### config.mk
export PLATFORM = sky130hd
export DESIGN_NAME = range_coder_bypass_bits
export DESIGN_NICKNAME = d
export VERILOG_FILES = /design/src/rtl/core/rcbb_pkg.sv /design/src/rtl/core/rcbb_bit_ser.sv /design/src/rtl/core/rcbb_run_buf.sv /design/src/rtl/core/rcbb_out_stage.sv /design/src/rtl/core/range_coder_bypass_bits.sv
export VERILOG_INCLUDE_DIRS = /design/src /design/src/rtl/core
export SDC_FILE = /design/constraint.sdc
export NUM_CORES = 1
export LEC_CHECK = 0
export ABC_AREA = 1
export BUFFER_PORTS_ARGS = -buffer_cell sky130_fd_sc_hd__buf_2
export CORE_MARGIN = 5
export CORE_UTILIZATION = 50
export DETAILED_ROUTE_END_ITERATION = 6
export PLACE_DENSITY = 0.75
export SYNTH_ARGS = -nofsm -noshare
export SYNTH_HDL_FRONTEND = slang
export SYNTH_HIERARCHICAL = 1
export SYNTH_SLANG_ARGS = --single-unit
### constraint.sdc
create_clock -name i_clk -period 4.2 [get_ports i_clk]
set_input_delay 0.63 -clock i_clk [delete_from_list [all_inputs] [get_ports i_clk]]
set_output_delay 0.63 -clock i_clk [all_outputs]
set_load 0.005 [all_outputs]
### src/rtl/core/range_coder_bypass_bits_defines.svh
// Assertion macros used by the range coder top module.
`ifndef RANGE_CODER_BYPASS_BITS_DEFINES_SVH
`define RANGE_CODER_BYPASS_BITS_DEFINES_SVH

// Check that a condition implies another in the same cycle.
`define RCBB_ASSERT_HOLDS(label, ante, cons, msg) \
    label: assert property (@(posedge i_clk) disable iff (!i_rst_n) (ante) |-> (cons)) \
        else $error(msg);

// Check that a condition implies another in the next cycle.
`define RCBB_ASSERT_NEXT(label, ante, cons, msg) \
    label: assert property (@(posedge i_clk) disable iff (!i_rst_n) (ante) |=> (cons)) \
        else $error(msg);

`endif

### src/rtl/core/rcbb_pkg.sv
// Shared types and constants of the bypass-bit range coder.
package rcbb_pkg;

    localparam int unsigned C_VALUE_W      = 32;
    localparam int unsigned C_COUNT_W      = 6;
    localparam int unsigned C_BYTE_W       = 8;
    localparam int unsigned C_REP_W        = 32;
    localparam int unsigned C_LOW_W        = 33;
    localparam int unsigned C_RANGE_W      = 32;
    localparam int unsigned C_TOP_BITS     = 24;
    localparam int unsigned C_PEND_BITS    = 32;
    localparam int unsigned C_FLUSH_SHIFTS = 5;
    localparam int unsigned C_SHIFT_CNT_W  = $clog2(C_FLUSH_SHIFTS + 1);
    localparam int unsigned C_BUF_DEPTH    = 2 * C_FLUSH_SHIFTS;
    localparam int unsigned C_BUF_IDX_W    = $clog2(C_BUF_DEPTH);
    localparam int unsigned C_BUF_CNT_W    = $clog2(C_BUF_DEPTH + 1);

    typedef enum logic {
        OP_BITS  = 1'b0,
        OP_FLUSH = 1'b1
    } t_op;

    typedef struct packed {
        logic                 operation;
        logic [C_VALUE_W-1:0] value;
        logic [C_COUNT_W-1:0] bit_count;
    } t_req;

    typedef struct packed {
        logic [C_BYTE_W-1:0] byte_value;
        logic [C_REP_W-1:0]  repeat_res;
        logic                last;
    } t_res;

    typedef struct packed {
        logic [C_BYTE_W-1:0] byte_value;
        logic [C_REP_W-1:0]  repeat_res;
    } t_run;

    typedef struct packed {
        logic load;
        logic advance;
    } t_ser_ctl;

    typedef struct packed {
        logic bit_now;
        logic last;
        logic empty;
    } t_ser_stat;

    typedef struct packed {
        logic clear;
        logic push;
    } t_buf_ctl;

endpackage

### src/rtl/core/rcbb_bit_ser.sv
// Bit serializer: presents the used bits of a request one per cycle while advanced, MSB first.
module rcbb_bit_ser (
    input  logic                             i_clk,
    input  logic                             i_rst_n,
    input  rcbb_pkg::t_ser_ctl               i_ctl,
    input  logic [rcbb_pkg::C_VALUE_W-1:0]   i_value,
    input  logic [rcbb_pkg::C_COUNT_W-1:0]   i_count,
    output rcbb_pkg::t_ser_stat              o_stat
);
    import rcbb_pkg::*;

    localparam int unsigned SH_W = $clog2(C_VALUE_W);

    logic [C_VALUE_W-1:0] r_shift, n_shift;
    logic [C_COUNT_W-1:0] r_left, n_left;
    logic [C_COUNT_W-1:0] count_sat;
    logic [C_COUNT_W-1:0] sh_amt;

    // Clamp the count and left-align the used bits
    always_comb begin
        count_sat = (i_count > C_COUNT_W'(C_VALUE_W)) ? C_COUNT_W'(C_VALUE_W) : i_count;
        sh_amt    = C_COUNT_W'(C_VALUE_W) - count_sat;
        n_shift   = r_shift;
        n_left    = r_left;
        if (i_ctl.load) begin
            n_shift = i_value << sh_amt[SH_W-1:0];
            n_left  = count_sat;
        end else if (i_ctl.advance) begin
            n_shift = r_shift << 1;
            n_left  = r_left - 1'b1;
        end
    end

    always_ff @(posedge i_clk) begin
        r_shift <= n_shift;
        if (!i_rst_n) begin
            r_left <= '0;
        end else begin
            r_left <= n_left;
        end
    end

    assign o_stat.bit_now = r_shift[C_VALUE_W-1];
    assign o_stat.last    = (r_left == C_COUNT_W'(1));
    assign o_stat.empty   = (r_left == '0);

endmodule

### src/rtl/core/rcbb_run_buf.sv
// Run buffer: collects flush results and tracks the last nonzero byte run.
module rcbb_run_buf (
    input  logic                               i_clk,
    input  logic                               i_rst_n,
    input  rcbb_pkg::t_buf_ctl                 i_ctl,
    input  rcbb_pkg::t_run                     i_wr,
    input  logic [rcbb_pkg::C_BUF_IDX_W-1:0]   i_rd_idx,
    output rcbb_pkg::t_run                     o_rd,
    output logic [rcbb_pkg::C_BUF_CNT_W-1:0]   o_keep
);
    import rcbb_pkg::*;

    t_run                   r_mem [C_BUF_DEPTH];
    t_run                   r_rd_data;
    logic [C_BUF_CNT_W-1:0] r_wr;
    logic [C_BUF_CNT_W-1:0] r_keep;
    logic                   wr_en;

    assign wr_en = i_ctl.push && (r_wr < C_BUF_CNT_W'(C_BUF_DEPTH));

    // Advance the fill count; remember the end of the last nonzero run
    always_ff @(posedge i_clk) begin
        if (!i_rst_n) begin
            r_wr   <= '0;
            r_keep <= '0;
        end else if (i_ctl.clear) begin
            r_wr   <= '0;
            r_keep <= '0;
        end else if (wr_en) begin
            r_wr <= r_wr + 1'b1;
            if (i_wr.byte_value != '0) begin
                r_keep <= r_wr + 1'b1;
            end
        end
    end

    // Store the run
    always_ff @(posedge i_clk) begin
        if (wr_en) begin
            r_mem[r_wr[C_BUF_IDX_W-1:0]] <= i_wr;
        end
    end

    // Read the requested run; pass a run written this cycle straight through
    always_ff @(posedge i_clk) begin
        if (wr_en && (r_wr[C_BUF_IDX_W-1:0] == i_rd_idx)) begin
            r_rd_data <= i_wr;
        end else begin
            r_rd_data <= r_mem[i_rd_idx];
        end
    end

    assign o_rd   = r_rd_data;
    assign o_keep = r_keep;

endmodule

### src/rtl/core/rcbb_out_stage.sv
// Output register: holds one result until the receiver takes it.
module rcbb_out_stage (
    input  logic           i_clk,
    input  logic           i_rst_n,
    input  logic           i_load,
    input  rcbb_pkg::t_res i_data,
    input  logic           i_ready,
    output logic           o_valid,
    output rcbb_pkg::t_res o_data,
    output logic           o_free
);
    import rcbb_pkg::*;

    logic r_valid;
    t_res r_data;

    assign o_free = !r_valid || i_ready;

    // Load a new result or drop the one taken
    always_ff @(posedge i_clk) begin
        if (!i_rst_n) begin
            r_valid <= 1'b0;
        end else if (i_load) begin
            r_valid <= 1'b1;
        end else if (i_ready) begin
            r_valid <= 1'b0;
        end
    end

    always_ff @(posedge i_clk) begin
        if (i_load) begin
            r_data <= i_data;
        end
    end

    assign o_valid = r_valid;
    assign o_data  = r_data;

endmodule

### src/rtl/core/range_coder_bypass_bits.sv
// Bypass-bit range encoder with carry propagation and end-of-stream flush.
//
// Requests arrive on i_req (valid/ready). A bits request codes bit_count low
// bits of value, one bit per cycle while in S_BIT, MSB first; a flush request ends the stream.
// Results leave on o_res (valid/ready) as byte runs: byte_value repeated
// repeat_res times; last marks the final run of a flush.
// Sequence: a bits request is accepted in S_IDLE, then codes its bits in S_BIT (count 0
// yields nothing), with S_SHIFT shifting a byte out of the low register and S_EMIT_C
// and S_EMIT_P releasing runs. A flush is accepted, rounded in S_ROUND, shifts its
// bytes out through S_SHIFT into the run buffer, then delivers its runs in S_DRAIN.
// The single bit-coding step per cycle (one 33-bit add and the range halving)
// sets the rate outside byte shifts and run releases; a new request is taken once
// the previous one has finished, while its last result may still sit in the output register.
// Reset (synchronous, active low) clears the coder to its start state and
// drops any held result; no clearing pass is needed.
// When the receiver stalls, the coder holds at the next run to deliver and
// resumes once the output register frees up.
`include "range_coder_bypass_bits_defines.svh"

module range_coder_bypass_bits #(
    parameter int unsigned PENDING_COUNT_BITS = rcbb_pkg::C_PEND_BITS
) (
    input  logic           i_clk,
    input  logic           i_rst_n,
    input  logic           i_req_valid,
    output logic           o_req_ready,
    input  rcbb_pkg::t_req i_req,
    output logic           o_res_valid,
    input  logic           i_res_ready,
    output rcbb_pkg::t_res o_res
);
    import rcbb_pkg::*;

    typedef enum logic [6:0] {
        S_IDLE   = 7'b0000001,
        S_BIT    = 7'b0000010,
        S_SHIFT  = 7'b0000100,
        S_EMIT_C = 7'b0001000,
        S_EMIT_P = 7'b0010000,
        S_ROUND  = 7'b0100000,
        S_DRAIN  = 7'b1000000
    } t_state;

    t_state                      r_state, n_state;
    logic [C_LOW_W-1:0]          r_low, n_low;
    logic [C_RANGE_W-1:0]        r_range, n_range;
    logic [C_BYTE_W-1:0]         r_cache, n_cache;
    logic [PENDING_COUNT_BITS-1:0] r_pend, n_pend;
    logic                        r_flush, n_flush;
    logic [C_SHIFT_CNT_W-1:0]    r_nshift, n_nshift;
    logic [C_BUF_IDX_W-1:0]      r_rd, n_rd;
    logic                        r_carry, n_carry;
    logic [C_BYTE_W-1:0]         r_rel_cache, n_rel_cache;
    logic [PENDING_COUNT_BITS-1:0] r_rel_pend, n_rel_pend;

    logic                        req_acc;
    t_ser_ctl                    ser_ctl;
    t_ser_stat                   ser_stat;
    t_buf_ctl                    buf_ctl;
    t_run                        emit_run;
    t_run                        buf_rd;
    logic [C_BUF_CNT_W-1:0]      buf_keep;
    logic                        out_load;
    logic                        out_free;
    t_res                        out_data;

    logic [C_RANGE_W-1:0]        bound;
    logic [C_RANGE_W-1:0]        range_c;
    logic                        need_shift;
    logic                        release_run;
    logic [C_SHIFT_CNT_W-1:0]    shifts_done;
    t_state                      cont_state;
    logic                        emit_go;
    logic                        drain_last;
    logic                        drain_fin;
    logic [2:0]                  msb_pos;
    logic [4:0]                  round_sh;
    logic [C_LOW_W-1:0]          round_unit;
    logic [C_LOW_W-1:0]          round_mask;

    assign o_req_ready = (r_state == S_IDLE);
    assign req_acc     = i_req_valid && o_req_ready;

    rcbb_bit_ser u_ser (
        .i_clk   (i_clk),
        .i_rst_n (i_rst_n),
        .i_ctl   (ser_ctl),
        .i_value (i_req.value),
        .i_count (i_req.bit_count),
        .o_stat  (ser_stat)
    );

    // Fetch the run for the next drain cycle
    rcbb_run_buf u_buf (
        .i_clk    (i_clk),
        .i_rst_n  (i_rst_n),
        .i_ctl    (buf_ctl),
        .i_wr     (emit_run),
        .i_rd_idx (n_rd),
        .o_rd     (buf_rd),
        .o_keep   (buf_keep)
    );

    rcbb_out_stage u_out (
        .i_clk   (i_clk),
        .i_rst_n (i_rst_n),
        .i_load  (out_load),
        .i_data  (out_data),
        .i_ready (i_res_ready),
        .o_valid (o_res_valid),
        .o_data  (o_res),
        .o_free  (out_free)
    );

    // Halve the range for the current bit
    always_comb begin
        bound   = r_range >> 1;
        range_c = ser_stat.bit_now ? (r_range - bound) : bound;
        need_shift = (range_c[C_RANGE_W-1:C_TOP_BITS] == '0);
    end

    // Decide whether a byte shift releases the cache byte and pending run
    assign release_run = r_low[C_LOW_W-1] ||
                         (r_low[C_RANGE_W-1 -: C_BYTE_W] != '1);

    // Find the rounding step from the top byte of the range
    always_comb begin
        msb_pos = '0;
        for (int i = 0; i < C_RANGE_W - C_TOP_BITS; i++) begin
            if (r_range[C_TOP_BITS + i]) begin
                msb_pos = 3'(i);
            end
        end
        round_sh   = 5'(C_TOP_BITS) + {2'b00, msb_pos};
        round_unit = C_LOW_W'(1) << round_sh;
        round_mask = round_unit - 1'b1;
    end

    // Pick the state that follows a shift or a released run
    always_comb begin
        shifts_done = (r_state == S_SHIFT) ? (r_nshift + 1'b1) : r_nshift;
        if (r_flush) begin
            cont_state = (shifts_done == C_SHIFT_CNT_W'(C_FLUSH_SHIFTS)) ? S_DRAIN : S_SHIFT;
        end else begin
            cont_state = ser_stat.empty ? S_IDLE : S_BIT;
        end
    end

    // Form the run being released
    always_comb begin
        if (r_state == S_EMIT_P) begin
            emit_run.byte_value = 8'hff + C_BYTE_W'(r_carry);
            emit_run.repeat_res = C_REP_W'(r_rel_pend - PENDING_COUNT_BITS'(1));
        end else begin
            emit_run.byte_value = r_rel_cache + C_BYTE_W'(r_carry);
            emit_run.repeat_res = C_REP_W'(1);
        end
    end

    assign emit_go    = r_flush || out_free;
    assign drain_last = (buf_keep == '0) ||
                        (r_rd == C_BUF_IDX_W'(buf_keep - 1'b1));
    assign drain_fin  = (r_state == S_DRAIN) && out_free && drain_last;

    // Route a run to the output register or to the run buffer
    always_comb begin
        buf_ctl.clear = req_acc && (i_req.operation == OP_FLUSH);
        buf_ctl.push  = r_flush && ((r_state == S_EMIT_C) || (r_state == S_EMIT_P));
        if (r_state == S_DRAIN) begin
            out_load = out_free;
            if (buf_keep == '0) begin
                out_data.byte_value = '0;
                out_data.repeat_res = '0;
            end else begin
                out_data.byte_value = buf_rd.byte_value;
                out_data.repeat_res = buf_rd.repeat_res;
            end
            out_data.last = drain_last;
        end else begin
            out_load = !r_flush && out_free &&
                       ((r_state == S_EMIT_C) || (r_state == S_EMIT_P));
            out_data.byte_value = emit_run.byte_value;
            out_data.repeat_res = emit_run.repeat_res;
            out_data.last       = 1'b0;
        end
    end

    // Sequence the coder
    always_comb begin
        n_state     = r_state;
        n_low       = r_low;
        n_range     = r_range;
        n_cache     = r_cache;
        n_pend      = r_pend;
        n_flush     = r_flush;
        n_nshift    = r_nshift;
        n_rd        = r_rd;
        n_carry     = r_carry;
        n_rel_cache = r_rel_cache;
        n_rel_pend  = r_rel_pend;
        ser_ctl.load    = 1'b0;
        ser_ctl.advance = 1'b0;

        unique case (r_state)
            S_IDLE: begin
                if (req_acc) begin
                    if (i_req.operation == OP_FLUSH) begin
                        n_flush = 1'b1;
                        n_state = S_ROUND;
                    end else if (i_req.bit_count != '0) begin
                        ser_ctl.load = 1'b1;
                        n_state      = S_BIT;
                    end
                end
            end
            S_BIT: begin
                ser_ctl.advance = 1'b1;
                if (ser_stat.bit_now) begin
                    n_low = r_low + C_LOW_W'(bound);
                end
                if (need_shift) begin
                    n_range = range_c << C_BYTE_W;
                    n_state = S_SHIFT;
                end else begin
                    n_range = range_c;
                    n_state = ser_stat.last ? S_IDLE : S_BIT;
                end
            end
            S_SHIFT: begin
                if (r_flush) begin
                    n_nshift = shifts_done;
                end
                if (release_run) begin
                    n_carry     = r_low[C_LOW_W-1];
                    n_rel_cache = r_cache;
                    n_rel_pend  = r_pend;
                    n_cache     = r_low[C_RANGE_W-1 -: C_BYTE_W];
                    n_pend      = PENDING_COUNT_BITS'(1);
                    n_state     = S_EMIT_C;
                end else begin
                    if (r_pend != '1) begin
                        n_pend = r_pend + 1'b1;
                    end
                    n_state = cont_state;
                end
                n_low = C_LOW_W'({r_low[C_RANGE_W-C_BYTE_W-1:0], {C_BYTE_W{1'b0}}});
            end
            S_EMIT_C: begin
                if (emit_go) begin
                    n_state = (r_rel_pend > PENDING_COUNT_BITS'(1)) ? S_EMIT_P : cont_state;
                end
            end
            S_EMIT_P: begin
                if (emit_go) begin
                    n_state = cont_state;
                end
            end
            S_ROUND: begin
                if ((r_low & round_mask) != '0) begin
                    n_low = (r_low + round_unit) & ~round_mask;
                end
                n_nshift = '0;
                n_rd     = '0;
                n_state  = S_SHIFT;
            end
            S_DRAIN: begin
                if (out_free) begin
                    if (drain_last) begin
                        n_low   = '0;
                        n_range = '1;
                        n_cache = '0;
                        n_pend  = PENDING_COUNT_BITS'(1);
                        n_flush = 1'b0;
                        n_state = S_IDLE;
                    end else begin
                        n_rd = r_rd + 1'b1;
                    end
                end
            end
            default: begin
                n_state = S_IDLE;
            end
        endcase
    end

    // Hold coder state; reset returns it to the start of a stream
    always_ff @(posedge i_clk) begin
        r_carry     <= n_carry;
        r_rel_cache <= n_rel_cache;
        r_rel_pend  <= n_rel_pend;
        if (!i_rst_n) begin
            r_state  <= S_IDLE;
            r_low    <= '0;
            r_range  <= '1;
            r_cache  <= '0;
            r_pend   <= PENDING_COUNT_BITS'(1);
            r_flush  <= 1'b0;
            r_nshift <= '0;
            r_rd     <= '0;
        end else begin
            r_state  <= n_state;
            r_low    <= n_low;
            r_range  <= n_range;
            r_cache  <= n_cache;
            r_pend   <= n_pend;
            r_flush  <= n_flush;
            r_nshift <= n_nshift;
            r_rd     <= n_rd;
        end
    end

    `RCBB_ASSERT_HOLDS(a_range_norm, r_state == S_IDLE, r_range[C_RANGE_W-1:C_TOP_BITS] != '0, "range not normalized between requests")
    `RCBB_ASSERT_NEXT(a_flush_resets, drain_fin, (r_low == '0) && (r_cache == '0) && (r_pend == PENDING_COUNT_BITS'(1)) && !r_flush, "coder not back at stream start after flush")
    `RCBB_ASSERT_HOLDS(a_shift_count, r_flush, r_nshift <= C_SHIFT_CNT_W'(C_FLUSH_SHIFTS), "flush shift count overrun")
    `RCBB_ASSERT_HOLDS(a_pend_run, r_state == S_EMIT_P, r_rel_pend > PENDING_COUNT_BITS'(1), "empty pending run released")

endmodule
======== Yosys cells after proc, flatten, opt, wreduce, memory -nomap -nowiden ========
Memories as Yosys holds them, arrays and structs flattened. A register that Yosys moved wholly into a read port is not among the register bits.
Cells that the tools add are included.
operators by class
  $lt $le $gt $ge ......................... 3
  shift operators ......................... 2
  equal/unequal tests ..................... 24
  mux-type cells .......................... 70
  add/subtract/negate cells ............... 15
  reduce and logical (&&, ||, !) cells .... 36
  bitwise logic cells ..................... 4
operator list
  kind                   number
  $mux 32                10
  $mux 33                4
  $pmux 33 s4            1
  $pmux 32 s2            2
  $mux 40                2
  $mux 7                 11
  $and 33x33->33         2
  $pmux 7 s7             1
  $mux 41                1
  $add 33x31->33         1
  $add 33x33->33         1
  $not 33->33            1
  $reduce_bool 33->1     1
  $shl 1x5->33 const A   1
  $sub 33x1->33 const B  1
  $add 32x1->32 const B  1
  $gt 32x1->1 const B    1
  $ne 32x32->1 const B   1
  $shl 32x5->32          1
  $sub 32x1->32 const B  1
  $sub 32x31->32         1
  $mux 3                 9
  $mux 8                 3
  $mux 6                 3
  49 further kinds       93
word-level totals
  memory bits (writable) .................. 400
  logic and storage cells ................. 174
  register bits ........................... 249
  memories ................................ 1
memory list
  memory       words  bits a word  rd ports  clocked after memory_dff  wr ports  line                source
  u_buf.r_mem  10     40           1         1                         1         rcbb_run_buf.sv:13  t_run r_mem [C_BUF_DEPTH];

======== Longest topological paths before layout ========
  word-level depth ........................ 14
  gate-level depth with buffers ........... 22
  gate-level depth less buffers ........... 21

======== Hierarchy ========
Netlist, hierarchy kept.
modules (own cells, without submodules)
  module                   area each (sq um)  cells an instance  times used
  rcbb_run_buf             16981.3            1498               1
  range_coder_bypass_bits  14251.2            2285               1
  rcbb_bit_ser             3357.0             522                1
  rcbb_out_stage           1277.5             47                 1

======== Least setup slack after synthesis ========
Ideal clock, no wire load.
  path type ............................... register to register
  start ................................... reg r_state[2]
  end ..................................... reg u_out.r_valid (netlist: u_out/o_valid)
  setup slack ............................. 414 ps
  data arrival time ....................... 3715 ps
  cell stages (with the launch flop) ...... 9
  period minus slack after synthesis ...... 3786 ps
  buffers on the path ..................... 1
  setup time .............................. 71 ps
  path through ............................ dfxtp_1 > nor2_1 > nand2_2 > nor3_4 > inv_2 > clkbuf_1 > a21oi_1 > inv_1 > a21oi_2
on the way
  cells in the longest elaborated chain, start to end .. 5
ends and longest elaborated chain
  item                                         line                            source
  from (decl)                                  range_coder_bypass_bits.sv:44   t_state r_state, n_state;
  from (signal assigned)                       range_coder_bypass_bits.sv:301  r_state <= n_state;
  $eq 7x4->1 or $eq 7x5->1 (tied branches)     range_coder_bypass_bits.sv:181  ((r_state == S_EMIT_C) || (r_state == S_EMIT_P));
  $logic_or 1x1->1                             range_coder_bypass_bits.sv:181
  $logic_and 1x1->1                            range_coder_bypass_bits.sv:180  out_load = !r_flush && out_free &&
  $mux 1 *                                     range_coder_bypass_bits.sv:169  if (r_state == S_DRAIN) begin
  net out_load                                 range_coder_bypass_bits.sv:63   logic out_load;
  $mux 1 or $reduce_bool 2->1 (tied branches)  -
  to (signal assigned)                         rcbb_out_stage.sv:22            r_valid <= 1'b0;
  to (signal assigned)                         rcbb_out_stage.sv:24            r_valid <= 1'b1;
  to (signal assigned)                         rcbb_out_stage.sv:26            r_valid <= 1'b0;
  to (decl)                                    rcbb_out_stage.sv:14            logic r_valid;
The timed path passes the listed nets; every way through them passes the cells marked *.
A chain may end at the register's enable or synchronous reset.

======== Worst setup path after layout ========
  start ................................... reg r_range[29]
  end ..................................... reg r_low[4]
on the way
  cells in the longest elaborated chain, start to end .. 10
ends and longest elaborated chain
  item                                                              line                                                            source
  from (decl)                                                       range_coder_bypass_bits.sv:46                                   logic [C_RANGE_W-1:0] r_range, n_range;
  from (signal assigned)                                            range_coder_bypass_bits.sv:303                                  r_range <= n_range;
  $mux 3 * (3 in series)                                            range_coder_bypass_bits.sv:130                                  if (r_range[C_TOP_BITS + i]) begin
  $add 4x4->5 *                                                     range_coder_bypass_bits.sv:134                                  round_sh = 5'(C_TOP_BITS) + {2'b00, msb_pos};
  $shl 1x5->33 *                                                    range_coder_bypass_bits.sv:135                                  round_unit = C_LOW_W'(1) << round_sh;
  $sub 33x1->33                                                     range_coder_bypass_bits.sv:136                                  round_mask = round_unit - 1'b1;
  $and 33x33->33 or $not 33->33 (tied branches)                     range_coder_bypass_bits.sv:259, range_coder_bypass_bits.sv:260
  $reduce_bool 33->1 or $and 33x33->33 (tied branches)              range_coder_bypass_bits.sv:259, range_coder_bypass_bits.sv:260
  $ne 2x2->1 (no source line) or $mux 33 (tied branches)            -
  $reduce_and 5->1 (no source line) or $pmux 33 s4 (tied branches)  -
  to (signal assigned)                                              range_coder_bypass_bits.sv:302                                  r_low <= n_low;
  to (decl)                                                         range_coder_bypass_bits.sv:45                                   logic [C_LOW_W-1:0] r_low, n_low;
Mark *: on every way between the ends. The rest lies on a longest branch, timed or not. The select of a mux whose other input is x is not followed.

==> results.ini <==
[hold_path]
min_delay_worst_endpoint = u_ser/r_left[5]$_SDFFE_PN0P_
whs_path_depth = 3
hold_path.class = in2reg
min_from = i_req[5]

[power_and_ir_drop]
worst_ir_drop_vdd_mv = 0.527
power.leakage_nw = 16.7
power_density_nw_per_um2 = 528
total_power_mw = 20.7

[synthesis]
synthFlopType = sky130_fd_sc_hd__edfxtp_1
post-synth-top-area-cell = sky130_fd_sc_hd__edfxtp_1
seq_area_frac_synth_pct = 50.8
postSynthNetCount = 4487
post_synth_edffs = 514
synthesis.instances = 4352
synth_warnings = 6
synth.top_cells.by_area = sky130_fd_sc_hd__edfxtp_1 (43%), sky130_fd_sc_hd__nand2_1 (14%), sky130_fd_sc_hd__dfxtp_1 (7.8%)
yosysTopAreaCellShare_pct = 43.0
synth_cell_area_um2 = 35900
async_flop_share_pct = 0
synthesis.area_per_instance_um2 = 8.24
number_of_library_cell_types_mapped_by_synthesis = 73
synth-seq-cells = 653

[drt]
detail_route.vias_per_cell = 5.49
drt-wirelength-per-cell_um = 17.0
final_antenna_net_count = 0
detail_route.wirelength_um = 91400
detail_route.first_pass.iterations = 6
detailroute.via_count = 29600
drt_first_iter_violations = 3047
drc = 0

[clock_network]
cts-root-to-sink-buffers = 3
cts_htree_levels = 3
holdBufCountCts = 0
cts_tree = built
cts_sinks = 653
cts_made_buffers = 69
clkTransAtPathRegs_ns = 0.06
worstSkewPairLatency_ns = 0.62
post-cts-setup-buffer-count = 0
clk_root_buffer_cell = sky130_fd_sc_hd__clkbuf_16
cts-resized-gates = 0

[floorplanning]
initial_utilization_pct = 50.3
die_span_y_um = 278
fp-row-count = 98
floorplan.die.width_um = 278
core_region_area_um2 = 71400
ioPinCount = 86
die_area_um2 = 77200

[final_layout]
final_net_count = 4523
post_route_cells_drive_above_1_share_pct = 8.94
n_antenna_cell = 0
synthToLayoutAreaGrowth_pct = 9.43
fillers = 6337
core_utilization_of_the_finished_layout_pct = 55.0

[timing]
fin_skew_ns = 0.0186
max_freq_mhz = 272
grt_setup_unrepaired = false
setup_viol = 0
tns_ns = 0
total_count_of_hold_check_failures_in_the_final_report = 0
final_min_period_over_clock_period_pct = 87.6
finalCriticalPeriod_ns = 3.68
slew_violations = 0
tightest_slew_ns = 1.16
worst_slew_margin_rel_pct = 22.3

[critical_path]
critical-path-top-delay-family = simple AND/OR/NAND/NOR gates
critical_path.slowest_cell = sky130_fd_sc_hd__nor4_1
worst_setup_sp_type = register
r2r_end = r_low[4]$_SDFFE_PN0P_
crit_path_cell_trace = inv_1, ha_1, nand2_2, nor2_1, nand2_1, ha_1, nor2_1, nor4_1, nand3_1, nor2_1, nand4_1, nand2_2, buf_4, o21ai_0, a21oi_1
reg2reg_setup_slack_ns = 0.52
worst-endpoint-required_ns = 4.73
crit_path_max_cell_delay_ns = 0.71
cpMostUsedCell = sky130_fd_sc_hd__nor2_1
setup.worst_path.class = reg2reg
rr_startpoint = r_range[29]$_SDFFE_PN1P_
end_kind = register
worstPathArrival_ns = 4.21
critical_path_peak_fanout = 19
worst-path-buf-inv = 2
r2r.worst_path.cells = 15

[global_route]
grt_pass1_vias = 27400
grt_util_all_layers_pct = 23.0
grt_antenna_before_repair = 2
grt_first_pass_wirelength_um = 146000
grt_remaining_overflow = 0
maximum_number_of_pins_on_one_net_before_global_route_repair = 241

[place]
place_hpwl_um = 59400
count_of_buffers_inserted_at_the_top_level_ports = 85
place.gp.congestion = 0.972

[run_status]
status = finished, final reports clean

[run]
drv.max_cap_violation_count = 0

## where the power goes
group	internal, mW	switching [mW]	total, mW
sequential	7.23	0.245	7.47
combinational	2.54	4.78	7.32
clock	3.39	2.54	5.93
total	13.2	7.56	20.7
## flip-flops by register name, summed over array words and instances (netlist names), 6 cells and up, named ones only
signal / count
r_low: 33
r_rel_cache: 8
u_ser/r_left: 6
u_ser/r_shift: 32
r_range: 32
r_rel_pend: 32
u_out/o_data: 41
r_pend: 32
r_cache: 8
r_state: 7
u_buf/r_mem: 400
## cell families after synthesis
kind of cell | share of synthesized area (%)
xor gates and xnor gates | 1.17
muxes | 0.0279
buffers and inverters | 8.15
adders and majority gates | 3.27
DFF | 50.8
AOI/OAI and AO/OA | 9.29
and+or+nand+nor | 27.3
## synth_stat cells, drive strengths merged, types with 50 or more instances
master  instances
a21oi         219
buf           122
clkbuf         55
dfxtp         139
edfxtp        514
ha             89
inv           502
nand2        1340
nand3         412
nor2          391
nor3           50
o211ai         54
o21ai         226
## layout by cell type (no fill, tap or decap), drive strengths merged, types with 3 or more instances in the layout
| master | Yosys | layout |
|---|---|---|
| a21oi | 219 | 219 |
| clkbuf | 55 | 90 |
| a31oi | 14 | 14 |
| nor4b | 3 | 3 |
| o21bai | 5 | 5 |
| xnor2 | 30 | 30 |
| o211ai | 54 | 54 |
| buf | 122 | 142 |
| o21a | 6 | 6 |
| edfxtp | 514 | 514 |
| and2 | 6 | 6 |
| nor2 | 391 | 391 |
| fa | 3 | 3 |
| ha | 89 | 89 |
| nand3 | 412 | 412 |
| o31ai | 4 | 4 |
| nor3 | 50 | 50 |
| clkinv | 4 | 29 |
| nor4 | 11 | 11 |
| a211oi | 4 | 4 |
| a221oi | 3 | 3 |
| xor2 | 18 | 18 |
| or2 | 19 | 19 |
| nand2 | 1340 | 1340 |
| a21o | 5 | 5 |
| o22ai | 5 | 5 |
| nand4 | 41 | 41 |
| and3 | 5 | 5 |
| dfxtp | 139 | 139 |
| a22oi | 3 | 3 |
| inv | 502 | 505 |
| a31o | 27 | 27 |
| a21boi | 3 | 3 |
| nand3b | 8 | 8 |
| o21ai | 226 | 226 |
| bufinv | 0 | 3 |
## worst max-delay path by stage
stage               cells past startpoint                         end  slack (ns)                     start
floorplan                               8  u_out/o_valid$_SDFFE_PN0P_        0.41   r_state[2]$_SDFFE_PN0P_
global placement                       15       r_low[2]$_SDFFE_PN0P_        0.65  r_range[29]$_SDFFE_PN1P_
detailed placement                     15       r_low[4]$_SDFFE_PN0P_        0.65  r_range[29]$_SDFFE_PN1P_
CTS                                    15       r_low[4]$_SDFFE_PN0P_        0.61  r_range[29]$_SDFFE_PN1P_
global route                           15       r_low[4]$_SDFFE_PN0P_        0.36  r_range[29]$_SDFFE_PN1P_
finish                                 15       r_low[4]$_SDFFE_PN0P_        0.52  r_range[29]$_SDFFE_PN1P_
## final cells by class
cell class / count / area (µm²) / area share, %
multi-input cells: 3016 / 14800 / 37.6
clock inverters: 32 / 312 / 0.794
well taps: 950 / 1190 / 3.03
clock buffers: 90 / 1890 / 4.81
repair buffers: 142 / 966 / 2.46
flip-flops and latches: 653 / 18200 / 46.4
inverters: 506 / 1910 / 4.86
## per-stage QoR
step                instances  setup WS, ns  hold WS, ns  area, µm²
floorplan                4352         0.414        0.406      35900
global placement         5267         0.649        0.415      37000
detailed placement       5267         0.649        0.417      37000
CTS                      5389         0.608        0.294      39300
global route             5389         0.357        0.333      39300
finish                   5389         0.521        0.333      39300
## worst min-delay path, cell delays in order
cell                       delay, ns
sky130_fd_sc_hd__buf_2          0.12
sky130_fd_sc_hd__o211ai_1       0.10
sky130_fd_sc_hd__inv_1          0.06
## routing by layer
metal	track usage, %	routed length, µm	up-vias
met3	3.71	6930	182
li1	-	-	14500
met1	32.2	39700	13700
met5	0	24	-
met2	37.4	42500	1164
met4	6.42	2250	4
Note: power is estimated with default switching activity, not from simulation.
